--- src/design/lbe_pkg.sv ---
// ----------------------------------------------------------------------------
// Lagrangian bound evaluator package
// Sizes, register codes and the records passed between the block's parts.
// ----------------------------------------------------------------------------
package lbe_pkg;

   // Build-time sizing
   localparam int NUM_RES        = 4;    // resources in use, 1..4
   localparam int MAX_ITEMS      = 64;   // scored items per class, 2..64
   localparam int NUM_COST_PORTS = 4;

   // Field widths
   localparam int PROFIT_W = 16;
   localparam int COST_W   = 16;
   localparam int MULT_W   = 24;
   localparam int CAP_W    = 32;
   localparam int SCORE_W  = 32;
   localparam int OUT_IDX_W = 6;
   localparam int BOUND_W  = 59;
   localparam int FRAC_W   = 16;

   // Derived widths
   localparam int CNT_W      = $clog2(MAX_ITEMS + 1);
   localparam int IDX_W      = $clog2(MAX_ITEMS);
   localparam int PROD_W     = MULT_W + COST_W;
   localparam int PSUM_W     = PROD_W + $clog2(NUM_RES);
   localparam int RAW_W      = PSUM_W + 2;
   localparam int CPROD_W    = MULT_W + CAP_W;
   localparam int CAP_TERM_W = CPROD_W + $clog2(NUM_RES);
   localparam int BSUM_W     = BOUND_W + 2;

   localparam logic [BOUND_W-1:0] BOUND_MAX = '1;

   // Configuration port
   localparam int CSR_IDX_W  = 4;
   localparam int CSR_DATA_W = 32;
   localparam logic [CSR_IDX_W-1:0] CSR_MULT_BASE = 4'd0;
   localparam logic [CSR_IDX_W-1:0] CSR_CAP_BASE  = 4'd4;

   // Front-to-back queue
   localparam int Q_DEPTH = 4;
   localparam int Q_PTR_W = $clog2(Q_DEPTH);
   localparam int Q_CNT_W = $clog2(Q_DEPTH + 1);

   // Result buffer
   localparam int R_DEPTH = 2;
   localparam int R_PTR_W = $clog2(R_DEPTH);
   localparam int R_CNT_W = $clog2(R_DEPTH + 1);

   typedef struct packed {
      logic [SCORE_W-1:0] score;      // clamped score, 0 when not positive
      logic               class_end;
      logic               set_end;
   } lbe_entry_type;

   typedef struct packed {
      logic               empty;
      logic [Q_CNT_W-1:0] count;
   } lbe_qstat_type;

   typedef struct packed {
      logic [OUT_IDX_W-1:0] chosen_index;
      logic [SCORE_W-1:0]   class_value;
      logic [BOUND_W-1:0]   bound_value;
      logic                 is_final;
   } lbe_result_type;

endpackage

--- src/design/lbe_front.sv ---
// ----------------------------------------------------------------------------
// Lagrangian bound evaluator: front end
// Registers the cost products of each beat, then forms and clamps the score.
// ----------------------------------------------------------------------------
module lbe_front (
   input  logic                              clock,
   input  logic                              reset,
   input  logic                              in_valid,
   input  logic [lbe_pkg::PROFIT_W-1:0]      in_profit,
   input  logic [lbe_pkg::COST_W-1:0]        in_cost [lbe_pkg::NUM_COST_PORTS],
   input  logic                              in_class_end,
   input  logic                              in_set_end,
   input  logic [lbe_pkg::MULT_W-1:0]        mult [lbe_pkg::NUM_RES],
   output logic                              out_valid,
   output lbe_pkg::lbe_entry_type            out_entry
);
   import lbe_pkg::*;

   logic                 valid_ff,     valid_in;
   logic [PROFIT_W-1:0]  profit_ff,    profit_in;
   logic                 class_end_ff, class_end_in;
   logic                 set_end_ff,   set_end_in;
   logic [PROD_W-1:0]    prod_ff [NUM_RES];
   logic [PROD_W-1:0]    prod_in [NUM_RES];

   logic [PSUM_W-1:0]        psum;
   logic signed [RAW_W-1:0]  raw_score;

   // stage 1: one multiplier per resource
   always_comb begin
      valid_in     = in_valid;
      profit_in    = in_profit;
      class_end_in = in_class_end | in_set_end;   // end of set closes the class
      set_end_in   = in_set_end;
      for (int k = 0; k < NUM_RES; k++) begin
         prod_in[k] = PROD_W'(mult[k]) * PROD_W'(in_cost[k]);
      end
   end

   always_ff @(posedge clock) begin
      if (reset) begin
         valid_ff <= 1'b0;
      end else begin
         valid_ff <= valid_in;
      end
      profit_ff    <= profit_in;
      class_end_ff <= class_end_in;
      set_end_ff   <= set_end_in;
      for (int k = 0; k < NUM_RES; k++) begin
         prod_ff[k] <= prod_in[k];
      end
   end

   // stage 2: profit in Q.16 less the cost sum; only positive scores matter
   always_comb begin
      psum = '0;
      for (int k = 0; k < NUM_RES; k++) begin
         psum = psum + PSUM_W'(prod_ff[k]);
      end
      raw_score = $signed(RAW_W'({profit_ff, {FRAC_W{1'b0}}})) - $signed(RAW_W'(psum));
      out_entry.class_end = class_end_ff;
      out_entry.set_end   = set_end_ff;
      if (raw_score > 0) begin
         out_entry.score = raw_score[SCORE_W-1:0];
      end else begin
         out_entry.score = '0;
      end
   end

   assign out_valid = valid_ff;

endmodule

--- config.mk ---
export PLATFORM = sky130hd
export DESIGN_NAME = lbe_front
export DESIGN_NICKNAME = d
export VERILOG_FILES = /design/src/design/lbe_pkg.sv /design/src/design/lbe_front.sv
export SDC_FILE = /design/constraint.sdc
export NUM_CORES = 2
export LEC_CHECK = 0
export ABC_AREA = 1
export BUFFER_PORTS_ARGS = -buffer_cell sky130_fd_sc_hd__buf_4
export CORE_MARGIN = 2
export CORE_UTILIZATION = 50
export DETAILED_ROUTE_END_ITERATION = 7
export PLACE_DENSITY = 0.69
export REMOVE_ABC_BUFFERS = 1
export SYNTH_ARGS = -nofsm -noshare
export SYNTH_HDL_FRONTEND = slang
export SYNTH_SLANG_ARGS = --single-unit
--- constraint.sdc ---
create_clock -name clock -period 6.4 [get_ports clock]
set_input_delay 0.64 -clock clock [delete_from_list [all_inputs] [get_ports clock]]
set_output_delay 0.64 -clock clock [all_outputs]
set_load 0.005 [all_outputs]
# After elaboration in Yosys (flattened, before gate mapping)
# Memories as Yosys holds them, arrays and structs flattened.
# Index checks and enable logic that the tools add are counted.
[op_classes] n_addsub=4 mul=4 n_lt_le_gt_ge=1 muxes=1 bitwise_logic=1
[ops] operator="$mul 24x16->40" count=4
[ops] operator="$gt 44x1->1 const B" count=1
[ops] operator="$sub 32x42->43" count=1
[ops] operator="$add 41x40->42" count=1
[ops] operator="$add 42x40->42" count=1
[ops] operator="$add 40x40->41" count=1
[ops] operator="$mux 32" count=1
[ops] operator="$or 1x1->1" count=1
[word_totals] regBits=19 ram_bits=160 input_bits=181 out_inout_bits=35 word_cells=16 mem_count=1
[mem_list] memory="prod_ff" words=4 word_bits=40 rd=4 rd_ports_with_merged_regs=0 write_ports=4 line="lbe_front.sv:23" source="logic [PROD_W-1:0] prod_ff [NUM_RES];"

# Depth between registers and ports, before layout
[logic_depth] ltp_word=6 ltp_mapped=32

# Worst setup path after synthesis
# OpenSTA, ideal clock, no wires.
[synth_path] path_type="input to register" from="in mult[37] (netlist name)" to="mem prod_ff[2][35] (netlist name)" t_arrival_ns=5.924 slack_ns=0.349 path_stages=22 cell_sequence="clkbuf_1 -> clkbuf_1 -> nand2_1 -> fa_1 -> inv_1 -> fa_1 -> inv_1 -> fa_1 -> inv_1 -> fa_1 -> fa_1 -> inv_1 -> fa_1 -> inv_1 -> ha_1 -> a21oi_1 -> o21a_1 -> a21boi_0 -> o21bai_1 -> a21oi_1 -> o21ai_0 -> xor2_1"
[synth_rtl] item="start: declaration" line="lbe_front.sv:13" source="input logic [lbe_pkg::MULT_W-1:0] mult [lbe_pkg::NUM_RES],"
[synth_rtl] item="end: declaration" line="lbe_front.sv:23"

==> flow_summary.json <==
{
  "firstDrtPassIters": 6,
  "avgSynthCellArea_sq_um": 7.65,
  "yosysWarnings": 0,
  "synth_top_area_share_pct": 43.8,
  "multi_input_area_sq_um": 46300,
  "diodes": 0,
  "synth_common_cells": "inv_1, nand2_1, fa_1, ha_1, clkbuf_1",
  "clock_path_buffers": 2,
  "required_ps": 5760,
  "drt_wl_total_mm": 164,
  "placed_cell_area_sq_um": 63000,
  "antenna_found_initial": 1,
  "start_util_pct": 50.4,
  "grt_pass1_vias": 50800,
  "grt_use_total_pct": 27.6,
  "end_kind": "primary output",
  "maxCapViolCount": 0,
  "yosysMostFrequentCell": "inv_1",
  "drv_slew": 0,
  "cts_repair_resize_count": 0,
  "status": "finished clean",
  "synth_area_leaders": "fa_1, inv_1, nand2_1",
  "grt_pass1_wl_mm": 268,
  "cts_tree": "built",
  "rsz0062_at_grt": "false",
  "htreeDepth": 4,
  "cp_max_fo": 32,
  "post-route-util_pct": 53.1,
  "clockRootBuffer": "clkbuf_16",
  "rows": 127,
  "final_net_count": 9849,
  "async_flop_share_pct": 0,
  "drt-initial-drc-count": 3160,
  "drc": 0,
  "synth-seq-cells": 179,
  "stdcell_area_sq_um": 63600,
  "cts_setup_buffers": 0,
  "syn_inst": 7891,
  "core_area_sq_um": 120000,
  "ys_types": 41,
  "drive_above_1_share_pct": 3.71,
  "dp_hpwl_mm": 137,
  "pin_count": 216,
  "layout_min_cycle_time_ps": 6260,
  "hold_path.class": "in2reg",
  "port_buffers": 215,
  "fmax_ghz": 0.160,
  "startpoint_type": "flip-flop",
  "path_class": "reg2out",
  "vias": 47900,
  "ant_nets": 0,
  "syn_to_final_growth_pct": 5.46,
  "hold_buffers": 0,
  "numCtsBuffers": 17,
  "grt_max_degree": 33,
  "ff_latch_area_sq_um": 3580,
  "worst_slew_pin_slew_ps": 689,
  "synth-edff-count": 0,
  "n_fill_cell": 11500,
  "cp.arrival_ps": 5620,
  "die_x_um": 351,
  "avgViaCountPerCell": 5.06,
  "synth_top_flop_cell": "dfxtp_1",
  "clock-sinks": 179,
  "netlist_area_sq_um": 60300,
  "gr-total-overflow": 0,
  "yosysSeqAreaShare_pct": 5.94,
  "final_hold_viol_count": 0,
  "yosys.area.top_type": "fa_1",
  "period_share_pct": 97.8,
  "clk_pin_slew_ps": 80,
  "routedWlPerCell_um": 17.3,
  "die-area_sq_um": 123000,
  "finalWeightedCongestion": 0.977,
  "setup_viol": 0,
  "min_path_cells": 1,
  "relSlewSlack_pct": 53.7,
  "die_y_um": 351
}
[routing by layer]
metal  track usage (%)  vias up  share of wire (%)
met5                 0        -                  0
li1                  -    22000                  -
met4              7.66        0                2.6
met3              2.72      262                5.9
met2              46.7     1587                 48
met1              37.9    24000                 43
[final cells by class]
type / count / area share, %
timing repair buffer: 252 / 2.97
clock buffer: 17 / 0.669
inverter: 2450 / 14.5
clock inverter: 15 / 0.324
sequential: 179 / 5.63
tap: 1612 / 3.17
multi-input combinational: 4936 / 72.8
[sequential cells by signal, indices dropped and copies added, names as in the netlist]
name,flops
set_end_ff,1
class_end_ff,1
prod_ff,160
profit_ff,16
out_valid,1
[metrics by stage]
step	setup TNS, ps	hold slack (ps)	std cells	setup WS (ps)
floorplan	0	668	7565	872
global placement	-140	746	9429	-64.0
detailed placement	-35.4	746	9429	-27.7
CTS	0	242	9461	251
global route	0	239	9461	0.0964
finish	0	268	9461	142
[cells in the final DEF (no fill, tap or decap), types with 54 or more instances in the layout]
cell / count
a21oi_1: 209
buf_4: 252
dfxtp_1: 179
fa_1: 1320
ha_1: 512
inv_1: 2450
nand2_1: 2119
nand3_1: 85
nor2_1: 266
o21ai_0: 95
xnor2_1: 54
xor2_1: 96
[cell families (layout without fill, tap and decap cells)]
kind of cell	after synthesis	in the layout	share of synthesized area [%]
DFF	179	179	5.94
buffers and inverters	2776	2734	17.3
AOI/OAI and AO/OA	411	411	3.84
and+or+nand+nor	2543	2543	16.3
adders and majority gates	1832	1832	54.4
xor gates and xnor gates	150	150	2.18
[worst max-delay path, cell delays in order, from the launching register on]
cell     delay [ps]
dfxtp_1         340
inv_1           150
fa_1            480
fa_1            540
fa_1            420
ha_1            280
fa_1            530
nand2_1         110
nand2_1          70
nand3_1         100
nand2_1          90
nand2_1         130
nand2_1         150
nand2_1         110
nand2_1         110
nand2_1          80
nand2_1         180
nand2_1         180
nor2_1           70
nand2_1          70
nor2_2           50
nand3_2         100
nand2_8         150
nor2_1          450
buf_4           200
[worst paths after layout]
kind,start,to,slack [ps]
max,prod_ff[1][1],out_entry[18],140
min,in_profit[5],profit_ff[5],270
Power is left out: the tool's default activity adds up to more than one toggle a clock period on the data nets, which glitch-free logic cannot reach.
