===== src/design/lbe_pkg.sv =====
// ----------------------------------------------------------------------------
// Lagrangian bound evaluator package
// Sizes, register codes and the records passed between the block's parts.
// ----------------------------------------------------------------------------
package lbe_pkg;

   // Build-time sizing
   localparam int NUM_RES        = 4;    // resources in use, 1..4
   localparam int MAX_ITEMS      = 64;   // scored items per class, 2..64
   localparam int NUM_COST_PORTS = 4;

   // Field widths
   localparam int PROFIT_W = 16;
   localparam int COST_W   = 16;
   localparam int MULT_W   = 24;
   localparam int CAP_W    = 32;
   localparam int SCORE_W  = 32;
   localparam int OUT_IDX_W = 6;
   localparam int BOUND_W  = 59;
   localparam int FRAC_W   = 16;

   // Derived widths
   localparam int CNT_W      = $clog2(MAX_ITEMS + 1);
   localparam int IDX_W      = $clog2(MAX_ITEMS);
   localparam int PROD_W     = MULT_W + COST_W;
   localparam int PSUM_W     = PROD_W + $clog2(NUM_RES);
   localparam int RAW_W      = PSUM_W + 2;
   localparam int CPROD_W    = MULT_W + CAP_W;
   localparam int CAP_TERM_W = CPROD_W + $clog2(NUM_RES);
   localparam int BSUM_W     = BOUND_W + 2;

   localparam logic [BOUND_W-1:0] BOUND_MAX = '1;

   // Configuration port
   localparam int CSR_IDX_W  = 4;
   localparam int CSR_DATA_W = 32;
   localparam logic [CSR_IDX_W-1:0] CSR_MULT_BASE = 4'd0;
   localparam logic [CSR_IDX_W-1:0] CSR_CAP_BASE  = 4'd4;

   // Front-to-back queue
   localparam int Q_DEPTH = 4;
   localparam int Q_PTR_W = $clog2(Q_DEPTH);
   localparam int Q_CNT_W = $clog2(Q_DEPTH + 1);

   // Result buffer
   localparam int R_DEPTH = 2;
   localparam int R_PTR_W = $clog2(R_DEPTH);
   localparam int R_CNT_W = $clog2(R_DEPTH + 1);

   typedef struct packed {
      logic [SCORE_W-1:0] score;      // clamped score, 0 when not positive
      logic               class_end;
      logic               set_end;
   } lbe_entry_type;

   typedef struct packed {
      logic               empty;
      logic [Q_CNT_W-1:0] count;
   } lbe_qstat_type;

   typedef struct packed {
      logic [OUT_IDX_W-1:0] chosen_index;
      logic [SCORE_W-1:0]   class_value;
      logic [BOUND_W-1:0]   bound_value;
      logic                 is_final;
   } lbe_result_type;

endpackage


===== src/design/lbe_queue.sv =====
// ----------------------------------------------------------------------------
// Lagrangian bound evaluator: decoupling queue
// Small register queue between the scoring front end and the back end.
// ----------------------------------------------------------------------------
module lbe_queue (
   input  logic                    clock,
   input  logic                    reset,
   input  logic                    wr_en,
   input  lbe_pkg::lbe_entry_type  wr_data,
   input  logic                    rd_en,
   output lbe_pkg::lbe_entry_type  rd_data,
   output lbe_pkg::lbe_qstat_type  status
);
   import lbe_pkg::*;

   lbe_entry_type       mem_ff [Q_DEPTH];
   logic [Q_PTR_W-1:0]  wr_ptr_ff, wr_ptr_in;
   logic [Q_PTR_W-1:0]  rd_ptr_ff, rd_ptr_in;
   logic [Q_CNT_W-1:0]  count_ff,  count_in;

   always_comb begin
      wr_ptr_in = wr_ptr_ff;
      rd_ptr_in = rd_ptr_ff;
      count_in  = count_ff;
      if (wr_en) begin
         wr_ptr_in = (wr_ptr_ff == Q_PTR_W'(Q_DEPTH - 1)) ? '0 : wr_ptr_ff + 1'b1;
      end
      if (rd_en) begin
         rd_ptr_in = (rd_ptr_ff == Q_PTR_W'(Q_DEPTH - 1)) ? '0 : rd_ptr_ff + 1'b1;
      end
      if (wr_en && !rd_en) begin
         count_in = count_ff + 1'b1;
      end else if (rd_en && !wr_en) begin
         count_in = count_ff - 1'b1;
      end
   end

   always_ff @(posedge clock) begin
      if (reset) begin
         wr_ptr_ff <= '0;
         rd_ptr_ff <= '0;
         count_ff  <= '0;
      end else begin
         wr_ptr_ff <= wr_ptr_in;
         rd_ptr_ff <= rd_ptr_in;
         count_ff  <= count_in;
      end
      if (wr_en) begin
         mem_ff[wr_ptr_ff] <= wr_data;
      end
   end

   assign rd_data      = mem_ff[rd_ptr_ff];
   assign status.empty = (count_ff == '0);
   assign status.count = count_ff;

endmodule


===== config.mk =====
export PLATFORM = sky130hd
export DESIGN_NAME = lbe_queue
export DESIGN_NICKNAME = d
export VERILOG_FILES = /design/src/design/lbe_pkg.sv /design/src/design/lbe_queue.sv
export SDC_FILE = /design/constraint.sdc
export NUM_CORES = 1
export LEC_CHECK = 0
export ABC_CLOCK_PERIOD_IN_PS = 2100
export BUFFER_PORTS_ARGS = -buffer_cell sky130_fd_sc_hd__buf_2
export CAP_MARGIN = 20
export CORE_ASPECT_RATIO = 1.5
export CORE_MARGIN = 1.5
export CORE_UTILIZATION = 40
export CTS_BUF_LIST = sky130_fd_sc_hd__clkbuf_8
export DETAILED_ROUTE_END_ITERATION = 8
export GPL_TIMING_DRIVEN = 0
export PLACE_DENSITY = 0.61
export SYNTH_ARGS = -nofsm -noshare
export SYNTH_HDL_FRONTEND = slang
export SYNTH_SLANG_ARGS = --single-unit

===== constraint.sdc =====
create_clock -name clock -period 2.1 [get_ports clock]
set_input_delay 0.42 -clock clock [delete_from_list [all_inputs] [get_ports clock]]
set_output_delay 0.42 -clock clock [all_outputs]
set_load 0.02 [all_outputs]

Yosys cells after proc, flatten, opt, wreduce, memory -nomap -nowiden
Memory sizes are Yosys's and may differ from the RTL's. A register that Yosys moved wholly into a read port is not among the register bits.
Cells that the tools add are included.
{ "word_totals": {"ram_bits": 136, "register_bits": 7, "mem_count": 1, "output_inout_bits": 38} }
{ "mem_list": {"columns": ["name", "depth", "width", "read_ports", "rd_ports_with_merged_regs", "write_ports", "line", "source"], "rows": [
  ["mem_ff", 4, 34, 1, 1, 1, "lbe_queue.sv:16", "lbe_entry_type mem_ff [Q_DEPTH];"]
]} }
{ "classes": {"add_sub_neg": 4, "reduce_logical": 6, "n_mux": 8, "eq_ne": 2} }
{ "ops": {"columns": ["operator", "n"], "rows": [
  ["$mux W2", 4],
  ["$mux W3", 2],
  ["$add A2 B1 Y2 const B", 2],
  ["$eq A2 B2 Y1 const B", 2],
  ["$add A3 B1 Y3 const B", 1],
  ["$logic_not A3 Y1", 1],
  ["$sub A3 B1 Y3 const B", 1],
  ["$logic_and A1 B1 Y1", 2],
  ["$logic_not A1 Y1", 2],
  ["$mux W1", 2],
  ["$reduce_bool A2 Y1", 1]
]} }

Logic depth before layout (Yosys ltp)
Gate-level depths: netlist of the first run.
{ "logic_depth": {"ltp_word": 4, "depth_mapped": 7} }

Least setup slack after synthesis of the first run
OpenSTA, ideal clock, no wires.
{ "synth_path": {"path_type": "register to register", "start": "register wr_ptr_ff[0]", "end": "memory mem_ff[3][0] (netlist bit), enable pin", "path_slack_ns": 0.321, "stages_incl_launch_ff": 3, "arrival_time_ns": 1.385, "setup_time_ns": 0.394, "t_required_ns": 1.706, "cell_sequence": "dfxtp_1 ha_1 and2_1"} }
{ "synth_rtl": {"columns": ["element", "line", "source"], "rows": [
  ["start, declared", "lbe_queue.sv:17", "logic [Q_PTR_W-1:0] wr_ptr_ff, wr_ptr_in;"],
  ["start signal, assigned", "lbe_queue.sv:44", "wr_ptr_ff <= wr_ptr_in;"],
  ["end, declared", "lbe_queue.sv:16", null]
]} }
Straight into the memory's write port.

==> metrics.txt, run 1 <==
outcome=finished, violations left; failing checks=negative setup slack; crit path capture type=primary output; maximum clock skew at final layout=0.0116 ns; post-route DRC violation count=0; starting density of the core=41.2%; width of the chip=just under 100 um; number of I/O port buffers=75; Synthesis Warnings=0; number of filler cells placed in the layout=1033; Most used DFF post-synth=edfxtp_1; slowest cell delay on critical path=about 0.51 ns; most frequent standard cell in the layout excluding fill and tap cells=edfxtp_1; Comb pwr share=roughly an eighth; routability-driven placement congestion ratio=~0.66; routed length per instance=between 15 and 20 um; portion of the post-synthesis area used by sequential elements=about four fifths; Metal-1 WL=about 3500 um; switching share of power=22.9%; Congestion Overflow GR=0; critical path cell sequence=buf_12 -> clkbuf_16 -> mux4_2 -> buf_6; Hold Violations, Final=0; Max clock buf depth=2; Mapped Avg Cell Area=24.4 um2; global-route wire length before repair=approximately 14000 um; cell type contributing the most total cell area after synthesis=edfxtp_1; CTS root buffer=clkbuf_8; largest driver fanout on the critical path=5; post-synthesis cell area=roughly 5400 um2; number of CTS-inserted buffers=17; number of instances on the worst hold path=1; Highest Signal Layer=met4; startpoint of the worst-slack reg-to-reg timing path=wr_ptr_ff[0]$_SDFFE_PP0P_; proportion of layout cells with a drive suffix above 1=47.9%; length in cells of the worst reg-to-reg path=3; sw power=~1.5 mW; vias per cell=between 5 and 6; number of diodes added for antenna fixing=0; clock network latency to the later pin of the worst-skew pair=~0.43 ns; Antenna Nets Post-Route=0; initial antenna violation count=0; cell internal pwr=a little under 5 mW; type of the worst setup path=register to primary output; Rows=a little over 50; r2r endpoint=mem_ff[3][1]$_DFFE_PP_; core region area=~13000 um2; startpoint of the tightest hold check path=wr_data[16]; Layout Area Growth over Synthesis=25.7%; detailed route wirelength on metal2=5180 um; nets in the synthesized netlist=266; clock network power share=around 34%; critical path data arrival time=1.77 ns; Setup Total Neg Slack=-1.89 ns; Worst Hold Class=primary input to register; fraction of the cycle the final worst path needs=104%; overall power after layout=around 6.3 mW; cell types occupying the most area after synthesis=edfxtp_1 76%, mux4_2 13%, dfxtp_1 3.3%, mux4_1 2.0%, ha_1 1.4%; register bit count reported by yosys=around 150; Slew Viols, Final=0; Total Routed Length=9230 um; count of max-cap constraint violations=0; TritonRoute pass-1 iters=4; reg2reg setup slack=~0.52 ns; terminating pin of the worst hold path=mem_ff[3][16]$_DFFE_PP_; count of final setup violators=32; met3 WL=about 330 um; full die area=14200 um2; FFs w/ async S/R, synth=0%; number of flops mapped to enable cells by yosys=136; Max VDD drop=approximately 0.56 mV; slew at the pin closest to its max-slew limit=0.442 ns; highest achievable clock rate=about 0.46 GHz; Lkg Pwr=2.36 nW; number of global-route vias before repair=around 2700; clock transition time at the flip-flop clock pins of the worst setup and hold paths=0.08 ns; top-level port count=76; Die H=around 150 um; clock tree from TritonCTS=yes; most frequent cells in the layout=136 x edfxtp_1, 42 x buf_2, 34 x mux4_2, 34 x buf_6, 17 x clkbuf_8; worst setup margin=-0.0855 ns; sum of net half-perimeters after detailed placement=5750 um; Syn Inst Count=approximately 220; share of Yosys cell area claimed by the top area cell type=approximately three quarters; clock sink count=around 150; All-Layer GR Usage=a little over an eighth; minimum clock period=2.19 ns; Sequential Power Share=between 50% and 60%; number of nets in the layout=around 370; via count of the routed design=2485; PD cells=just over 900 nW/um2; headroom to the max-slew limit=70.5%; H-tree level count=4; post-synthesis cell type count=20; pin count of the biggest net entering global routing=29; Data required, critical path=~1.7 ns; number of hold-repair buffers added at the cts stage=0; kind of start point of the critical path=register; master of the slowest instance on the critical path=mux4_2; unrepaired setup endpoints after global routing=yes; number of DRC markers after the initial detailed-route iteration=61
[how the worst max path moves through the flow]
| stage | startpoint | slack [ns] | cells after the start | to |
|---|---|---|---|---|
| detailed placement | rd_en | 0.16 | 8 | count_ff[2]$_SDFFE_PP0P_ |
| global placement | wr_en | -0.43 | 2 | mem_ff[3][16]$_DFFE_PP_ |
| CTS | register | -0.15 | 4 | rd_data[3] |
| floorplan | wr_ptr_ff[0]$_SDFFE_PP0P_ | 0.32 | 2 | mem_ff[3][0]$_DFFE_PP_ |
| global route | register | -0.15 | 4 | rd_data[5] |
| finish | register | -0.09 | 4 | rd_data[2] |
[power groups by stage]
stage / sequential [mW] / clock (mW) / combinational, mW
after CTS: 3.35 / 2.22 / 0.735
final: 3.35 / 2.16 / 0.831
after global routing: 3.36 / 2.32 / 0.887
after floorplan: 3.41 / 0 / 0.420
after global placement: 3.40 / 0 / 0.655
after detailed placement: 3.41 / 0 / 0.690
[cells in the mapped netlist (2+ instances only)]
cell	number
nor2_1	7
xor2_1	2
inv_1	4
dfxtp_1	9
buf_2	3
mux4_1	4
buf_12	3
edfxtp_1	136
mux2i_1	4
and2_1	4
ha_1	6
mux4_2	30
a21oi_1	2
[worst max-delay path, delay by kind of cell, from the launching register on]
family | cells | cell delay [ns]
multiplexers | 1 | 0.51
flip-flops | 1 | 0.38
buffers and inverters | 3 | 0.45
[area by class of cell]
class,instances,area (um2),share of cell area [%]
Sequential cell,145,4270,63.0
Multi-Input combinational cell,64,1010,14.9
Timing Repair Buffer,84,776,11.5
Clock buffer,17,234,3.45
Tap cell,159,199,2.94
Clock inverter,15,169,2.49
Buffer,7,103,1.51
Inverter,4,15.0,0.222
[metal layers]
metal / vias to the layer above / track usage (%)
met1: 1290 / 14.7
li1: 1125 / -
met2: 55 / 24.8
met5: - / 0
met4: 0 / 5.71
met3: 15 / 4.00
[state kept, by name, summed over array words and instances (netlist names), named ones only]
register and cells:
wr_ptr_ff 2, rd_ptr_ff 2, count_ff 3, mem_ff 136
[metrics by stage]
stage                     hold slack, ns  util, %  instances  cell area, um2  worst slack [ns]
after floorplan                    0.489        -        221            5390             0.321
after global placement             0.485     45.6        455            5960            -0.425
after detailed placement           0.516     46.2        459            6050             0.163
after CTS                          0.172     50.0        492            6540            -0.145
after global routing               0.174     51.8        495            6770            -0.149
final                              0.200     51.8        495            6770           -0.0855
[logic make-up (layout without fill, tap and decap cells)]
logic type,Yosys count,after routing,synth area share [%]
AO/OA/AOI/OAI,3,3,0.279
XOR/XNOR,2,2,0.325
adder cells (fa/ha/maj),7,7,1.76
buffers and inverters,12,127,1.95
flip-flops,145,145,79.1
multiplexers,38,38,15.2
AND/OR/NAND/NOR,14,14,1.30
[repair_timing]
| item | CTS | global route |
|---|---|---|
| buffers inserted | 1 | 0 |
| cloned | 1 | 3 |
| setup endpoints to repair | 32 | 34 |
| gates resized for setup | 26 | 55 |
| endpoints found under the hold margin | 0 | 0 |
Power figures use the tool's default switching activity.
==> inputs of run 2 (changes only) <==
--- a/config.mk
+++ b/config.mk
@@ -8,13 +8,15 @@
 export ABC_CLOCK_PERIOD_IN_PS = 2100
 export BUFFER_PORTS_ARGS = -buffer_cell sky130_fd_sc_hd__buf_2
 export CAP_MARGIN = 20
+export CELL_PAD_IN_SITES_DETAIL_PLACEMENT = 0
+export CELL_PAD_IN_SITES_GLOBAL_PLACEMENT = 1
 export CORE_ASPECT_RATIO = 1.5
 export CORE_MARGIN = 1.5
 export CORE_UTILIZATION = 40
 export CTS_BUF_LIST = sky130_fd_sc_hd__clkbuf_8
 export DETAILED_ROUTE_END_ITERATION = 8
 export GPL_TIMING_DRIVEN = 0
-export PLACE_DENSITY = 0.61
+export PLACE_DENSITY = 0.68
 export SYNTH_ARGS = -nofsm -noshare
 export SYNTH_HDL_FRONTEND = slang
 export SYNTH_SLANG_ARGS = --single-unit
==> constraint.sdc (replaced) <==
create_clock -name clock -period 2.1 [get_ports clock]
set_input_delay 0.21 -clock clock [delete_from_list [all_inputs] [get_ports clock]]
set_output_delay 0.21 -clock clock [all_outputs]
set_load 0.02 [all_outputs]
==> run 2 against run 1 <==
The run now ends clean. Non-clock buffer count grew 29. Register-to-register slack barely moved. Via count is 3.8% higher. Worst setup slack improved by 0.21 ns. Hold slack worse by 0.14 ns.
==> metrics.txt, run 2 (same netlist as run 1, synthesis figures left out) <==
outcome=completed; number of DRC markers after the initial detailed-route iteration=89; number of I/O port buffers=75; TritonRoute pass-1 iters=4; register cell area after layout=around 4300 um2; unrepaired setup endpoints after global routing=no; Layout Area Growth over Synthesis=26.1%; minimum clock period=1.98 ns; Worst Hold Class=primary input to register; largest driver fanout on the critical path=10; Comb pwr share=11.6%; Total Routed Length=roughly 9100 um; count of max-cap constraint violations=0; Largest regs=mem_ff x136, count_ff x3; PD cells=just over 900 nW/um2; fraction of the cycle the final worst path needs=a little over nine tenths; Congestion Overflow GR=0; clock tree from TritonCTS=yes; clock network power share=between 30% and 40%; overall power after layout=roughly 6.2 mW; Lkg Pwr=about 2.4 nW; Slew Viols, Final=0; flip-flop count of the largest register, all copies and words added=about 140; headroom to the max-slew limit=72.9%; initial antenna violation count=0; post-route DRC violation count=0; number of diodes added for antenna fixing=0; kind of start point of the critical path=register; full die area=between 10000 and 15000 um2; maximum clock skew at final layout=between 0.006 and 0.007 ns; CTS root buffer=clkbuf_8; number of placed instances, taps included=approximately 460; H-tree level count=4; Hold Violations, Final=0; cell internal pwr=4.79 mW; starting density of the core=approximately 40%; pin count of the biggest net entering global routing=24; number of filler cells placed in the layout=roughly 1100; number of global-route vias before repair=approximately 2800; worst slack at placement=roughly 0.35 ns; Most flops, register=mem_ff; post-layout instance count excluding filler cells=between 500 and 600; clock network latency to the later pin of the worst-skew pair=0.41 ns; highest achievable clock rate=between 0.5 and 0.6 GHz; count of final setup violators=0; Max clock buf depth=2; worst setup margin=about 0.12 ns; routability-driven placement congestion ratio=just under 0.7; routed length per instance=between 15 and 20 um; via count of the routed design=about 2600; most frequent cells in the layout=136 x edfxtp_1, 75 x buf_2, 34 x dlygate4sd3_1; number of CTS-inserted buffers=17; sw power=1.43 mW; utilization after layout=between 50% and 60%; critical path data arrival time=around 1.8 ns; width of the chip=between 90 and 100 um; Die H=~150 um; Sequential Power Share=between 50% and 60%; Antenna Nets Post-Route=0; Hold Worst Slack=approximately 0.06 ns; top-level port count=76; slew at the pin closest to its max-slew limit=a little over 0.4 ns; All-Layer GR Usage=between 10% and 20%; clock transition time at the flip-flop clock pins of the worst setup and hold paths=about 0.070 ns; type of the worst setup path=register to primary output; most frequent standard cell in the layout excluding fill and tap cells=edfxtp_1; clock sink count=~150; proportion of layout cells with a drive suffix above 1=40.8%; sum of net half-perimeters after detailed placement=about 5600 um; core region area=~13000 um2; crit path capture type=primary output; vias per cell=just under 5; area of the multi-input gates=~1000 um2; Data required, critical path=around 1.9 ns; global-route wire length before repair=~15000 um; Post-CTS Setup Bufs=0; Rows=between 50 and 60; Max VDD drop=approximately 0.56 mV; number of nets in the layout=397; switching share of power=23.0%
==> run 2: changes by cell type in the layout (fill, tap and decap cells not counted), sizes merged <==
cell / before / now
buf: 88 / 86
dlygate4sd3: 0 / 34
inv: 6 / 5
clkbuf: 20 / 17
clkinvlp: 1 / 4
clkinv: 9 / 7
==> run 2: routing by layer <==
layer / vias to the layer above / track usage (%) / routed length, um
met5: - / 0 / 0
met2: 60 / 24.0 / 4830
met1: 1321 / 16.3 / 3680
li1: 1190 / - / -
met3: 8 / 4.77 / 419
met4: 0 / 5.14 / 121
==> run 2: repair_timing <==
| action | 4_1_cts | 5_1_grt |
|---|---|---|
| gates resized for setup | 3 | 0 |
| hold buffers | 34 | 0 |
| endpoints found under the setup margin | 30 | 0 |
| hold endpoints to repair | 136 | 0 |
==> run 2: worst max-delay path, stage by stage, from the launching register on <==
cell and delay [ns]:
dfxtp_1 0.33, buf_6 0.16, buf_12 0.16, mux4_2 0.52, buf_2 0.18
==> run 2: final timing paths <==
kind / from / endpoint / slack, ns / cells past startpoint
max: register / rd_data[7] / 0.12 / 4
min: reset / count_ff[2]$_SDFFE_PP0P_ / 0.06 / 2
max reg2reg: wr_ptr_ff[0]$_SDFFE_PP0P_ / mem_ff[3][6]$_DFFE_PP_ / 0.53 / 3
min reg2reg: count_ff[2]$_SDFFE_PP0P_ / count_ff[2]$_SDFFE_PP0P_ / 0.52 / 2
==> run 2: power groups by stage <==
stage | logic, mW | registers, mW | clock network (mW)
2_1_floorplan | 0.420 | 3.41 | 0
3_3_place_gp | 0.661 | 3.41 | 0
3_5_place_dp | 0.691 | 3.41 | 0
4_1_cts | 0.741 | 3.35 | 2.23
5_1_grt | 0.783 | 3.36 | 2.34
6_report | 0.721 | 3.34 | 2.16
==> run 2: through the flow <==
stage	TNS (ns)	instance area (um2)
global route	0	6790
finish	0	6790
detailed placement	0	6050
CTS	0	6790
floorplan	0	5390
global placement	-53.38	5960
==> run 2: area by class of cell <==
cell class	count	area share, %
inverter	4	0.221
clock buffer	17	3.44
sequential	145	62.8
tap	159	2.93
clock inverter	15	2.47
timing repair buffer	113	11.7
multi-input combinational	64	15.1
buffer	7	1.38
