==> src/design/lbe_pkg.sv <==
// ----------------------------------------------------------------------------
// Lagrangian bound evaluator package
// Sizes, register codes and the records passed between the block's parts.
// ----------------------------------------------------------------------------
package lbe_pkg;

   // Build-time sizing
   localparam int NUM_RES        = 4;    // resources in use, 1..4
   localparam int MAX_ITEMS      = 64;   // scored items per class, 2..64
   localparam int NUM_COST_PORTS = 4;

   // Field widths
   localparam int PROFIT_W = 16;
   localparam int COST_W   = 16;
   localparam int MULT_W   = 24;
   localparam int CAP_W    = 32;
   localparam int SCORE_W  = 32;
   localparam int OUT_IDX_W = 6;
   localparam int BOUND_W  = 59;
   localparam int FRAC_W   = 16;

   // Derived widths
   localparam int CNT_W      = $clog2(MAX_ITEMS + 1);
   localparam int IDX_W      = $clog2(MAX_ITEMS);
   localparam int PROD_W     = MULT_W + COST_W;
   localparam int PSUM_W     = PROD_W + $clog2(NUM_RES);
   localparam int RAW_W      = PSUM_W + 2;
   localparam int CPROD_W    = MULT_W + CAP_W;
   localparam int CAP_TERM_W = CPROD_W + $clog2(NUM_RES);
   localparam int BSUM_W     = BOUND_W + 2;

   localparam logic [BOUND_W-1:0] BOUND_MAX = '1;

   // Configuration port
   localparam int CSR_IDX_W  = 4;
   localparam int CSR_DATA_W = 32;
   localparam logic [CSR_IDX_W-1:0] CSR_MULT_BASE = 4'd0;
   localparam logic [CSR_IDX_W-1:0] CSR_CAP_BASE  = 4'd4;

   // Front-to-back queue
   localparam int Q_DEPTH = 4;
   localparam int Q_PTR_W = $clog2(Q_DEPTH);
   localparam int Q_CNT_W = $clog2(Q_DEPTH + 1);

   // Result buffer
   localparam int R_DEPTH = 2;
   localparam int R_PTR_W = $clog2(R_DEPTH);
   localparam int R_CNT_W = $clog2(R_DEPTH + 1);

   typedef struct packed {
      logic [SCORE_W-1:0] score;      // clamped score, 0 when not positive
      logic               class_end;
      logic               set_end;
   } lbe_entry_type;

   typedef struct packed {
      logic               empty;
      logic [Q_CNT_W-1:0] count;
   } lbe_qstat_type;

   typedef struct packed {
      logic [OUT_IDX_W-1:0] chosen_index;
      logic [SCORE_W-1:0]   class_value;
      logic [BOUND_W-1:0]   bound_value;
      logic                 is_final;
   } lbe_result_type;

endpackage

==> src/design/lbe_back.sv <==
// ----------------------------------------------------------------------------
// Lagrangian bound evaluator: back end
// Class maximum, running bound with saturation, and the result buffer.
// ----------------------------------------------------------------------------
module lbe_back (
   input  logic                              clock,
   input  logic                              reset,
   input  lbe_pkg::lbe_qstat_type            q_status,
   input  lbe_pkg::lbe_entry_type            q_data,
   output logic                              q_pop,
   input  logic [lbe_pkg::CAP_TERM_W-1:0]    cap_term,
   output logic                              res_empty,
   input  logic                              res_pop,
   output lbe_pkg::lbe_result_type           res_data
);
   import lbe_pkg::*;

   logic [CNT_W-1:0]    count_ff,    count_in;
   logic [SCORE_W-1:0]  best_ff,     best_in;
   logic [IDX_W-1:0]    best_idx_ff, best_idx_in;
   logic [BOUND_W-1:0]  bound_ff,    bound_in;

   lbe_result_type      rbuf_ff [R_DEPTH];
   logic [R_PTR_W-1:0]  rwr_ff, rwr_in;
   logic [R_PTR_W-1:0]  rrd_ff, rrd_in;
   logic [R_CNT_W-1:0]  rcnt_ff, rcnt_in;

   logic                      fire, scored, take, res_push, res_take;
   logic [SCORE_W-1:0]        new_best;
   logic [IDX_W-1:0]          new_idx;
   logic [IDX_W+OUT_IDX_W-1:0] idx_ext;
   logic [CAP_TERM_W-1:0]     cap_sel;
   logic [BSUM_W-1:0]         bsum;
   logic [BOUND_W-1:0]        bound_sat;
   lbe_result_type            result;

   always_comb begin
      fire     = !q_status.empty && (rcnt_ff != R_CNT_W'(R_DEPTH));
      scored   = (count_ff < CNT_W'(MAX_ITEMS));
      take     = scored && (q_data.score > best_ff);
      new_best = take ? q_data.score : best_ff;
      new_idx  = take ? count_ff[IDX_W-1:0] : best_idx_ff;
      idx_ext  = {{OUT_IDX_W{1'b0}}, new_idx};
      cap_sel  = q_data.set_end ? cap_term : '0;
      // saturation is monotone, so one clamp covers the chain of adds
      bsum      = BSUM_W'(bound_ff) + BSUM_W'(new_best) + BSUM_W'(cap_sel);
      bound_sat = (bsum > BSUM_W'(BOUND_MAX)) ? BOUND_MAX : bsum[BOUND_W-1:0];

      result.chosen_index = idx_ext[OUT_IDX_W-1:0];
      result.class_value  = new_best;
      result.bound_value  = bound_sat;
      result.is_final     = q_data.set_end;

      count_in    = count_ff;
      best_in     = best_ff;
      best_idx_in = best_idx_ff;
      bound_in    = bound_ff;
      if (fire) begin
         if (q_data.class_end) begin
            count_in    = '0;
            best_in     = '0;
            best_idx_in = '0;
            bound_in    = q_data.set_end ? '0 : bound_sat;
         end else begin
            count_in    = scored ? count_ff + 1'b1 : count_ff;
            best_in     = new_best;
            best_idx_in = new_idx;
         end
      end

      res_push = fire && q_data.class_end;
      res_take = res_pop && (rcnt_ff != '0);
      rwr_in   = rwr_ff;
      rrd_in   = rrd_ff;
      rcnt_in  = rcnt_ff;
      if (res_push) begin
         rwr_in = (rwr_ff == R_PTR_W'(R_DEPTH - 1)) ? '0 : rwr_ff + 1'b1;
      end
      if (res_take) begin
         rrd_in = (rrd_ff == R_PTR_W'(R_DEPTH - 1)) ? '0 : rrd_ff + 1'b1;
      end
      if (res_push && !res_take) begin
         rcnt_in = rcnt_ff + 1'b1;
      end else if (res_take && !res_push) begin
         rcnt_in = rcnt_ff - 1'b1;
      end
   end

   always_ff @(posedge clock) begin
      if (reset) begin
         count_ff    <= '0;
         best_ff     <= '0;
         best_idx_ff <= '0;
         bound_ff    <= '0;
         rwr_ff      <= '0;
         rrd_ff      <= '0;
         rcnt_ff     <= '0;
      end else begin
         count_ff    <= count_in;
         best_ff     <= best_in;
         best_idx_ff <= best_idx_in;
         bound_ff    <= bound_in;
         rwr_ff      <= rwr_in;
         rrd_ff      <= rrd_in;
         rcnt_ff     <= rcnt_in;
      end
      if (res_push) begin
         rbuf_ff[rwr_ff] <= result;
      end
   end

   assign q_pop     = fire;
   assign res_empty = (rcnt_ff == '0);
   assign res_data  = rbuf_ff[rrd_ff];

endmodule

==> config.mk <==
export PLATFORM = sky130hd
export DESIGN_NAME = lbe_back
export DESIGN_NICKNAME = d
export VERILOG_FILES = /design/src/design/lbe_pkg.sv /design/src/design/lbe_back.sv
export SDC_FILE = /design/constraint.sdc
export NUM_CORES = 1
export LEC_CHECK = 0
export ABC_CLOCK_PERIOD_IN_PS = 7190
export BUFFER_PORTS_ARGS = -buffer_cell sky130_fd_sc_hd__buf_2
export CAP_MARGIN = 10
export CELL_PAD_IN_SITES_DETAIL_PLACEMENT = 1
export CELL_PAD_IN_SITES_GLOBAL_PLACEMENT = 1
export CORE_ASPECT_RATIO = 1.5
export CORE_MARGIN = 10
export CORE_UTILIZATION = 35
export CTS_CLUSTER_SIZE = 30
export DETAILED_ROUTE_END_ITERATION = 10
export HOLD_SLACK_MARGIN = 0.05
export PLACE_DENSITY_LB_ADDON = 0.2
export SETUP_SLACK_MARGIN = 0.15
export SLEW_MARGIN = 20
export SYNTH_ARGS = -nofsm -noshare
export SYNTH_HDL_FRONTEND = slang
export SYNTH_SLANG_ARGS = --single-unit
export TNS_END_PERCENT = 20
==> constraint.sdc <==
create_clock -name clock -period 7.19 [get_ports clock]
set_input_delay 0.3595 -clock clock [delete_from_list [all_inputs] [get_ports clock]]
set_output_delay 0.3595 -clock clock [all_outputs]
set_load 0.02 [all_outputs]
After elaboration in Yosys (flattened, before gate mapping). Memories as Yosys holds them, arrays and structs flattened. A register that Yosys moved wholly into a read port is not among the register bits. Cells that the tools add are included.

Register bits after elaboration: 108. RAM bits: 196. Input bits: 99. Output and inout bits: 100. Memories: 1.

Memories: rbuf_ff (depth 2, width 98, read ports 1, clocked after memory_dff 1, write ports 1, line lbe_back.sv:23) `lbe_result_type rbuf_ff [R_DEPTH];`.

Add/sub/neg operators: 7. $lt $le $gt $ge: 3. Eq/ne operators: 1. Mux-type cells: 17. Reductions and logical operators: 15.

Operators with widths (count): $mux 59 (2); $mux 32 (2); $add 60x58->61 (1); $gt 61x59->1 const B (1); $add 59x32->60 (1); $mux 58 (1); $gt 32x32->1 (1); $mux 7 (2); $mux 6 (2); $add 7x1->7 const B (1); $lt 7x7->1 const B (1); $logic_and 1x1->1 (6); $mux 1 (6); $reduce_bool 2->1 (3); $mux 2 (2); $reduce_and 2->1 (2); $logic_not 1->1 (3); $add 1x1->1 const B (2); $add 2x1->2 const B (1); $logic_not 2->1 (1); $ne 2x2->1 const B (1); $sub 2x1->2 const B (1).

Logic depth before layout (Yosys ltp). Gate-level depths: netlist of the first run.

Depth after elaboration: 8. Depth in mapped cells: 29. Depth with buffers taken out: 26.

Worst setup path after synthesis of the first run. Ideal clock, no wire load.

Path kind: input port to flip-flop. From: input port q_data[7] (netlist bit). To: register bound_ff[58]. Library setup time: 0.117 ns. Arrival time: 5.966 ns. Path slack: 1.108 ns. Cell stages on the path: 26. Cell sequence: ha_1 -> a21o_1 -> a21o_1 -> a21oi_1 -> nor2_1 -> a211oi_1 -> o211ai_1 -> a211oi_1 -> nor3_1 -> clkbuf_1 -> clkbuf_1 -> nand2_1 -> o21ai_0 -> fa_1 -> ha_1 -> fa_1 -> a211oi_2 -> o21ai_2 -> a311o_1 -> or4_4 -> a31oi_4 -> o211a_4 -> a21oi_2 -> or3b_1 -> o31a_1 -> a22o_1.

Cells in the longest elaborated chain, start to end: 8.

Ends and longest elaborated chain: start, declared (line lbe_back.sv:9) `input lbe_pkg::lbe_entry_type q_data,`; $gt 32x32->1 * (line lbe_back.sv:40) `take = scored && (q_data.score > best_ff);`; $logic_and 1x1->1 * (line lbe_back.sv:40); $mux 32 * (line lbe_back.sv:41) `new_best = take ? q_data.score : best_ff;`; named net new_best[1] (line lbe_back.sv:29) `logic [SCORE_W-1:0] new_best;`; $add 59x32->60 * (line lbe_back.sv:46) `bsum = BSUM_W'(bound_ff) + BSUM_W'(new_best) + BSUM_W'(cap_sel);`; $add 60x58->61 * (line lbe_back.sv:46); $gt 61x59->1 (line lbe_back.sv:47) `bound_sat = (bsum > BSUM_W'(BOUND_MAX)) ? BOUND_MAX : bsum[BOUND_W-1:0];`; $mux 59 * (line lbe_back.sv:47); named net bound_sat[58] (line lbe_back.sv:34) `logic [BOUND_W-1:0] bound_sat;`; $mux 59 * (line lbe_back.sv:63) `bound_in = q_data.set_end ? '0 : bound_sat;`; end signal, assigned (line lbe_back.sv:102) `bound_ff <= bound_in;`; end, declared (line lbe_back.sv:21) `logic [BOUND_W-1:0] bound_ff, bound_in;`.

Mark *: on every way through the listed nets, which the timed path passes. The rest lies on a longest branch. A chain may end at the register's enable or synchronous reset.

Final worst setup path of the first run. Same ends and word-level chain as after synthesis.

==> metrics, run 1 <==
status=completed; ports placed on the boundary=about 200; Leakage Power=8.814 nW; number of routed nets with antenna violations=0; post-synth top area cell=edfxtp_1; Slew Limit Fails=0; Hold Fails Final Rpt=0; Core Util, Final=42.07%; final setup margin=0.6314 ns; EDFF count, synth=196; router iterations before antenna repair=5; nets=approximately 2000; drt initial violations=420; CP Capture Type=register; CTS tree=built; antenna cells=0; Core ar.=48560 um2; GPL Wtd Cong=0.8026; vias=12459; share of layout cells above drive strength 1=23.54%; ys flop type=edfxtp_1; total negative setup slack=0 ns; number of clock sinks=305; CP startpoint kind=input pin; Slew @ Worst Pin=1.030 ns; Area Growth Syn to Fin=19.45%; Slew Limit Headroom=31.32%; CTS buffer count=30; total grt overflow=0; GRT Resource Usage Total=17.03%; power per cell area=283.9 nW/um2; final worst path period need=6.559 ns; CP Class=input pin to register; Final HPWL DP=38220 um; clock skew after layout=approximately 0.012 ns; critical path data required time=7.65 ns; most common library cells after synthesis=edfxtp_1 (196), inv_1 (150), nand2_1 (134); RSZ-0062 raised after global routing=false; Hold Path Class=input pin to register; largest cells by area after synthesis=edfxtp_1 (34%), dfxtp_1 (13%), ha_1 (8.6%); first-pass GRT wire length=~80000 um; syn_nets=1790; area share of the largest cell type after synthesis=34.42%; syn_area_per_cell=around 11 um2; row count=99; CP arrival=7.02 ns; yosys warns=0; area of the die=58280 um2; Routed WL=50340 um; max cap viols=0; Final Cycle Share=about nine tenths; PortBufs=a little under 200; post-CTS setup buffers=0; FMAX=0.1525 GHz; Post-Synthesis Cell Area=17100 um2; Clock transition at path regs=0.06 ns; die height=290.7 um; Via-to-Cell Ratio=5.079; Max VDD drop=0.2055 mV; initial antenna violation count=0; htree depth=1; endpoints failing setup=0; Yosys reg bits=just over 300; count leader, synth=edfxtp_1; Distinct cells, synth=66; CTS max path bufs=3; Setup WS pre-CTS=0.3764 ns; synthesized instance count=1540; vias in the first global route=around 14000; DR WL/cell=20.52 um; Worst Path Max Fanout=10; Seq/Total Area, Yosys=between 40% and 50%; Die X=200.5 um; largest net degree at the start of global routing=74; Initial Util=35.22%; later-pin clock latency in the skew report=0.57 ns; fraction of registers with async set/reset=0%; drt drc=0; root buffer cell=clkbuf_16
-- registers in the layout (all words and copies together), names as in the netlist, named ones only --
| signal | cells |
|---|---|
| best_idx_ff | 6 |
| count_ff | 7 |
| best_ff | 32 |
| rrd_ff | 1 |
| rwr_ff | 1 |
| bound_ff | 59 |
| rbuf_ff | 196 |
| rcnt_ff | 2 |
-- area by class of cell --
type / count / area, um2
multi-input cells: 1016 / 8230
flip-flops and latches: 305 / 8071
clock buffers: 37 / 808.3
well taps: 656 / 820.8
inverters: 150 / 563.0
fillers: 5402 / 28130
repair buffers: 271 / 1663
clock inverters: 18 / 271.5
-- worst paths after layout --
path | start | endpoint | slack [ns] | cells past startpoint
worst max register to register | best_ff[5]$_SDFFE_PP0P_ | bound_ff[58]$_SDFFE_PP0P_ | 0.73 | 26
worst min-delay path | q_data[30] | best_ff[28]$_SDFFE_PP0P_ | 0.08 | 2
worst min register to register | best_idx_ff[5]$_SDFFE_PP0P_ | best_idx_ff[5]$_SDFFE_PP0P_ | 0.47 | 1
worst max-delay path | q_data[7] | bound_ff[58]$_SDFFE_PP0P_ | 0.63 | 27
-- power by group --
group          switching [mW]  total, mW  internal [mW]
Combinational            1.15       1.87          0.721
Clock                   0.695       1.74           1.05
Sequential             0.0782       2.18           2.11
-- what timing repair did --
item                                    CTS  global route
hold buffers                             30             0
hold endpoints to repair                 30             0
gates resized for setup                   0             4
endpoints found under the setup margin    0            49
-- cell families (layout without fill, tap and decap cells) --
kind of cell / Yosys count / in the layout / synth area share, %
AO/OA/AOI/OAI: 354 / 354 / 14.77
buffers and inverters: 219 / 476 / 4.953
XOR/XNOR: 60 / 60 / 3.073
flip-flops: 305 / 305 / 47.18
adder cells (fa/ha/maj): 151 / 151 / 12.50
AND/OR/NAND/NOR: 321 / 321 / 9.153
multiplexers: 130 / 130 / 8.377
-- through the flow --
step           hold slack (ns)  cell area, um2  total power [mW]  cells
6_report               0.07991           20430             5.799   2453
5_1_grt                0.07977           20430             6.124   2453
4_1_cts                0.06058           20420             5.898   2453
3_5_place_dp            0.4551           19040             4.121   2368
3_3_place_gp            0.4531           19040             4.085   2368
2_1_floorplan           0.4385           17100             3.481   1540
-- routing by layer --
| layer | routed length [um] | vias to the layer above | GRT usage (%) | part of all wire (%) |
|---|---|---|---|---|
| met5 | 0 | - | 0 | 0 |
| met4 | 1010 | 0 | 4.000 | 2.0 |
| met3 | 1580 | 62 | 2.197 | 3.1 |
| met2 | 27270 | 193 | 33.03 | 54 |
| met1 | 20480 | 6187 | 19.09 | 41 |
| li1 | - | 6017 | - | - |
-- critical path, cell delays in order --
cell,delay [ns]
dlygate4sd3_1,0.54
buf_2,0.14
ha_1,0.30
a21o_1,0.19
a21o_1,0.17
a21oi_1,0.21
nor2_1,0.06
a211oi_1,0.22
o211ai_1,0.13
a211oi_1,0.29
nor3_2,0.14
buf_4,0.22
o21ai_0,0.58
fa_1,0.55
ha_1,0.33
buf_4,0.16
a21oi_1,0.14
o21ai_0,0.16
a21oi_1,0.38
and3_1,0.33
o21a_1,0.22
a21oi_1,0.08
buf_4,0.16
a21oi_1,0.39
o211ai_1,0.16
o31a_1,0.15
a22o_1,0.21
-- layout by cell type (no fill, tap or decap), drive strengths merged, types with 33 or more instances in the layout --
master and instances:
nor2 48, fa 33, edfxtp 196, clkbuf 37, a21oi 86, a22o 96
dfxtp 109, xnor2 36, buf 241, mux2 105, and2 38, inv 151
a21o 38, nand2 134, o21ai 49, ha 118
No activity file was read; power rests on OpenSTA's default activity.
==> run 2, diff against run 1 <==
- CORE_MARGIN: 10 -> 2
==> metrics, run 2 (synthesis gave the netlist of run 1 again) <==
Leakage Power=8.745 nW; number of clock sinks=305; Reg power frac=39.5%; Slew Limit Headroom=between 40% and 50%; first-pass GRT wire length=75440 um; later-pin clock latency in the skew report=just under 0.6 ns; Slowest-stage cell, CP=dlygate4sd3_1; vias in the first global route=13668; critical path data required time=7.66 ns; post-CTS setup buffers=0; Die X=184.5 um; clock share of power=27.8%; FMAX=~0.15 GHz; drt initial violations=543; final worst path period need=6.751 ns; Final Cycle Share=93.90%; Clock transition at path regs=0.06 ns; root buffer cell=clkbuf_16; CTS buffer count=31; Final HPWL DP=35840 um; router iterations before antenna repair=4; CP Capture Type=register; Hold Path Class=input pin to register; GPL Wtd Cong=0.8055; Routed WL=48590 um; GRT Resource Usage Total=19.22%; Area Growth Syn to Fin=18.69%; Worst path top cell family by delay=compound AO/OA/AOI/OAI gates; Max VDD drop=0.1940 mV; CTS max path bufs=3; Slew @ Worst Pin=0.8740 ns; CP Class=input pin to register; Initial Util=35.31%; initial antenna violation count=0; htree depth=1; Slew Limit Fails=0; Hold Fails Final Rpt=0; status=completed; CTS tree=built; ports placed on the boundary=199; commonest non-fill, non-tap cell in the layout=edfxtp_1; share of layout cells above drive strength 1=23.05%; PortBufs=195; largest net degree at the start of global routing=75; Critical Path Max Stage Delay=0.55 ns; clock skew after layout=approximately 0.020 ns; Overall Power=5.606 mW; NetSw=1.911 mW; drt drc=0; power per cell area=approximately 280 nW/um2; row count=just under 100; most frequent cells in the layout=edfxtp_1 (196), buf_2 (195), inv_1 (150); Worst Path Buf+Inv=5; area of the die=50680 um2; Worst Path Max Fanout=27; max reg flops=just under 200; Most flops, register=rbuf_ff; Via-to-Cell Ratio=roughly 5.1; total grt overflow=0; CP arrival=approximately 7.2 ns; DR WL/cell=19.82 um; Combinational Power Share=32.7%; vias=12514; Regs by FF count=rbuf_ff x196, bound_ff x59, best_ff x32; number of routed nets with antenna violations=0; Core ar.=48430 um2; nets=just over 2000; die height=274.7 um; CP startpoint kind=input pin; Pint=between 3 and 4 mW; total negative setup slack=0 ns; antenna cells=0; max cap viols=0; endpoints failing setup=0; RSZ-0062 raised after global routing=false; Switching Share=about a third
==> run 2: cell types whose count changed in the layout (fill, tap and decap cells not counted), moves of 3 or more <==
cell / previous run / this run
bufinv_16: 7 / 1
buf_4: 42 / 37
clkinv_2: 9 / 4
clkbuf_1: 5 / 9
clkinv_1: 0 / 4
clkbuf_8: 1 / 4
==> run 2: worst reg2reg max path, cell delays in order (launching register included) <==
cell and delay, ns:
dfxtp_1 0.36, inv_1 0.06, ha_1 0.29, nand4_1 0.15
nor3_1 0.49, o21ai_0 0.22, o211ai_1 0.22, a211oi_1 0.15
nor3_2 0.26, buf_12 0.23, mux2_2 0.40, inv_1 0.19
fa_1 0.22, inv_1 0.05, ha_1 0.20, fa_1 0.44
a211oi_2 0.27, o21ai_2 0.13, a311o_1 0.34, or4_4 0.53
a31oi_4 0.19, o211a_4 0.21, a21oi_2 0.12, or3b_1 0.38
o31a_1 0.28, a22o_1 0.21
==> run 2: timing repair <==
item,CTS,global route
setup endpoints to repair,0,126
hold endpoints to repair,30,0
hold buffers,30,0
gates resized for setup,0,4
==> run 2: power groups by stage <==
stage / sequential [mW] / clock (mW) / combinational (mW)
floorplan: 2.19 / 0 / 1.29
global placement: 2.24 / 0 / 1.82
detailed placement: 2.25 / 0 / 1.84
CTS: 2.22 / 1.60 / 1.87
global route: 2.24 / 1.66 / 2.02
finish: 2.21 / 1.56 / 1.83
==> run 2: area by class of cell <==
type / instances / area (um2)
fillers: 5302 / 28130
inverters: 150 / 563.0
flip-flops and latches: 305 / 8071
clock inverters: 13 / 100.1
clock buffers: 44 / 864.6
well taps: 656 / 820.8
multi-input cells: 1016 / 8230
repair buffers: 268 / 1648
==> run 2: routing by layer <==
layer  global-route usage (%)  routed length (um)
met5                        0                   0
met4                    4.968                1041
met3                    1.800                1267
met2                    37.62               26480
met1                    22.04               19800
==> run 2: metrics by stage <==
stage / cells / hold WS [ns] / worst slack, ns / instance area [um2] / utilization [%]
floorplan: 1540 / 0.4385 / 1.108 / 17100 / -
global placement: 2365 / 0.4519 / 0.2749 / 19020 / 39.28
detailed placement: 2365 / 0.4542 / 0.1597 / 19030 / 39.28
CTS: 2452 / 0.05309 / 0.1828 / 20290 / 41.89
global route: 2452 / 0.06004 / 0.1606 / 20300 / 41.91
finish: 2452 / 0.06253 / 0.4385 / 20300 / 41.91
==> run 2: final timing paths <==
kind	end	start	cells past startpoint	slack [ns]
min	best_ff[24]$_SDFFE_PP0P_	q_data[26]	2	0.06
max	bound_ff[58]$_SDFFE_PP0P_	q_data[16]	26	0.44
max reg2reg	bound_ff[58]$_SDFFE_PP0P_	best_ff[14]$_SDFFE_PP0P_	25	0.50
min reg2reg	bound_ff[21]$_SDFFE_PP0P_	bound_ff[21]$_SDFFE_PP0P_	1	0.47
==> run 3, diff against run 2 <==
- ABC_AREA: not set -> 1
==> metrics, run 3 <==
max reg flops=196; Leakage Power=10.84 nW; CP Class=register to register; Slew Limit Fails=0; dpl cells=3262; Post-Synthesis Cell Area=19240 um2; Routed WL=64110 um; met1 WL=24170 um; Regs by FF count=rbuf_ff x196, bound_ff x59, best_ff x32; final worst path period need=about 5.5 ns; Die X=between 150 and 200 um; most used cell, CP=nand2_1; Final Cycle Share=76.69%; Area Growth Syn to Fin=14.96%; FMAX=0.1814 GHz; number of clock sinks=roughly 310; Initial Util=35.29%; Seq/Total Area, Yosys=between 40% and 50%; vias in the first global route=17952; initial antenna violation count=0; router iterations before antenna repair=4; first-pass GRT wire length=between 90000 and 100000 um; fraction of registers with async set/reset=0%; max cap viols=0; syn_nets=2670; CP arrival=5.91 ns; critical path data required time=roughly 7.6 ns; share of layout cells above drive strength 1=~15%; Routed met3 length=approximately 1600 um; CTS buffer count=34; Slowest-stage cell, CP=fa_1; Clock transition at path regs=0.06 ns; CTS tree=built; row count=105; hold buffer count at cts=0; DR WL/cell=19.29 um; Yosys reg bits=305; endpoints failing setup=0; area of the die=56900 um2; EDFF count, synth=196; Worst Path Max Fanout=38; root buffer cell=clkbuf_16; fin cells=3324; RSZ-0062 raised after global routing=false; synthesized instance count=2420; Hold Path Class=input pin to register; CP startpoint kind=register; status=completed; most common library cells after synthesis=nand2_1 (778), inv_1 (452), edfxtp_1 (196); antenna cells=0; post-CTS setup buffers=0; total negative setup slack=0 ns; drt initial violations=553; Slew Limit Headroom=between 20% and 30%; vias=16130; Most flops, register=rbuf_ff; clock skew after layout=roughly 0.017 ns; GRT Resource Usage Total=22.94%; PortBufs=195; GPL Wtd Cong=0.9240; Via-to-Cell Ratio=4.853; Core ar.=54520 um2; syn_area_per_cell=7.950 um2; commonest non-fill, non-tap cell in the layout=nand2_1; Max VDD drop=0.1703 mV; routed wl met2=36460 um; post-synth top area cell=edfxtp_1; nets=2853; CTS max path bufs=3; largest cells by area after synthesis=edfxtp_1 (31%), nand2_1 (15%), dfxtp_1 (11%); htree depth=2; yosys warns=0; Critical Path Max Stage Delay=0.49 ns; die height=approximately 290 um; Final HPWL DP=51330 um; power per cell area=267.5 nW/um2; most frequent cells in the layout=nand2_1 (778), inv_1 (452), edfxtp_1 (196); largest net degree at the start of global routing=79; Top Layer Used=met4; CP Capture Type=register; total grt overflow=0; Fillers=6698; drt drc=0; ports placed on the boundary=roughly 200; Slew @ Worst Pin=1.095 ns; # resized after CTS=0; later-pin clock latency in the skew report=0.55 ns; area share of the largest cell type after synthesis=a little under a third; ys flop type=edfxtp_1; Hold Fails Final Rpt=0; number of routed nets with antenna violations=0; Distinct cells, synth=37; count leader, synth=nand2_1
## run 3: cell count changes in the layout (fill, tap and decap cells not counted), sizes merged, moves of 25 or more
| cell | before | now |
|---|---|---|
| inv | 153 | 462 |
| buf | 238 | 207 |
| a21o | 38 | 2 |
| mux2i | 25 | 0 |
| dlygate4sd3 | 30 | 0 |
| a21oi | 86 | 125 |
| nand2 | 134 | 793 |
| a22o | 96 | 0 |
| nor2 | 48 | 113 |
| nand3 | 10 | 156 |
## run 3: worst max-delay path, delay by kind of cell, from the launching register on
family                   cells  cell delay [ns]
AO/OA/AOI/OAI                3             0.33
buffers and inverters        3             0.84
AND/OR/NAND/NOR             15             2.35
adder cells (fa/ha/maj)      4             1.47
flip-flops                   1             0.33
## run 3: final timing paths
kind              slack [ns]  depth (start not counted)                       from                        end
setup / recovery        1.68                         25   best_ff[23]$_SDFFE_PP0P_  bound_ff[28]$_SDFFE_PP0P_
hold / removal          0.22                          4                  q_data[1]   count_ff[1]$_SDFFE_PP0P_
setup reg to reg        1.68                         25   best_ff[23]$_SDFFE_PP0P_  bound_ff[28]$_SDFFE_PP0P_
hold reg to reg         0.45                          2  bound_ff[31]$_SDFFE_PP0P_  bound_ff[31]$_SDFFE_PP0P_
## run 3: report_power, final
group / internal [mW] / switching, mW / leakage (nW)
clock: 1.06 / 0.737 / 0.555
sequential: 2.11 / 0.0700 / 2.69
combinational: 0.639 / 1.29 / 7.59
## run 3: metrics by stage
step           cell area [um2]  hold slack, ns  util [%]  setup slack, ns  power, mW
6_report                 22120          0.2158     40.57            1.676      5.916
5_1_grt                  22120          0.2136     40.57            1.208      6.279
3_5_place_dp             20970          0.4404     38.46            1.526      4.189
2_1_floorplan            19240          0.4218         -            1.511      3.527
4_1_cts                  22120          0.1804     40.57            1.620      6.020
3_3_place_gp             20970          0.4383     38.46            1.606      4.136
## run 3: logic make-up after synthesis
group / Yosys count / synth area share, %
flops: 305 / 41.93
fa+ha+maj: 151 / 11.11
buf+inv: 521 / 10.43
mux: 98 / 5.736
compound gates: 207 / 5.775
xor+xnor: 28 / 1.275
simple gates: 1110 / 23.74
## run 3: area by class of cell
| type | instances | area, um2 | area share (%) |
|---|---|---|---|
| multi-input combinational | 1594 | 9196 | 41.58 |
| sequential | 305 | 8071 | 36.49 |
| inverter | 461 | 1730 | 7.824 |
| timing repair buffer | 207 | 1104 | 4.990 |
| clock buffer | 43 | 925.9 | 4.186 |
| tap | 695 | 869.6 | 3.932 |
| clock inverter | 19 | 220.2 | 0.9956 |
## run 3: metal layers
metal	vias to the layer above	global-route usage [%]
li1	8011	-
met1	7806	23.90
met2	231	46.99
met3	82	2.422
met4	0	7.056
met5	-	0
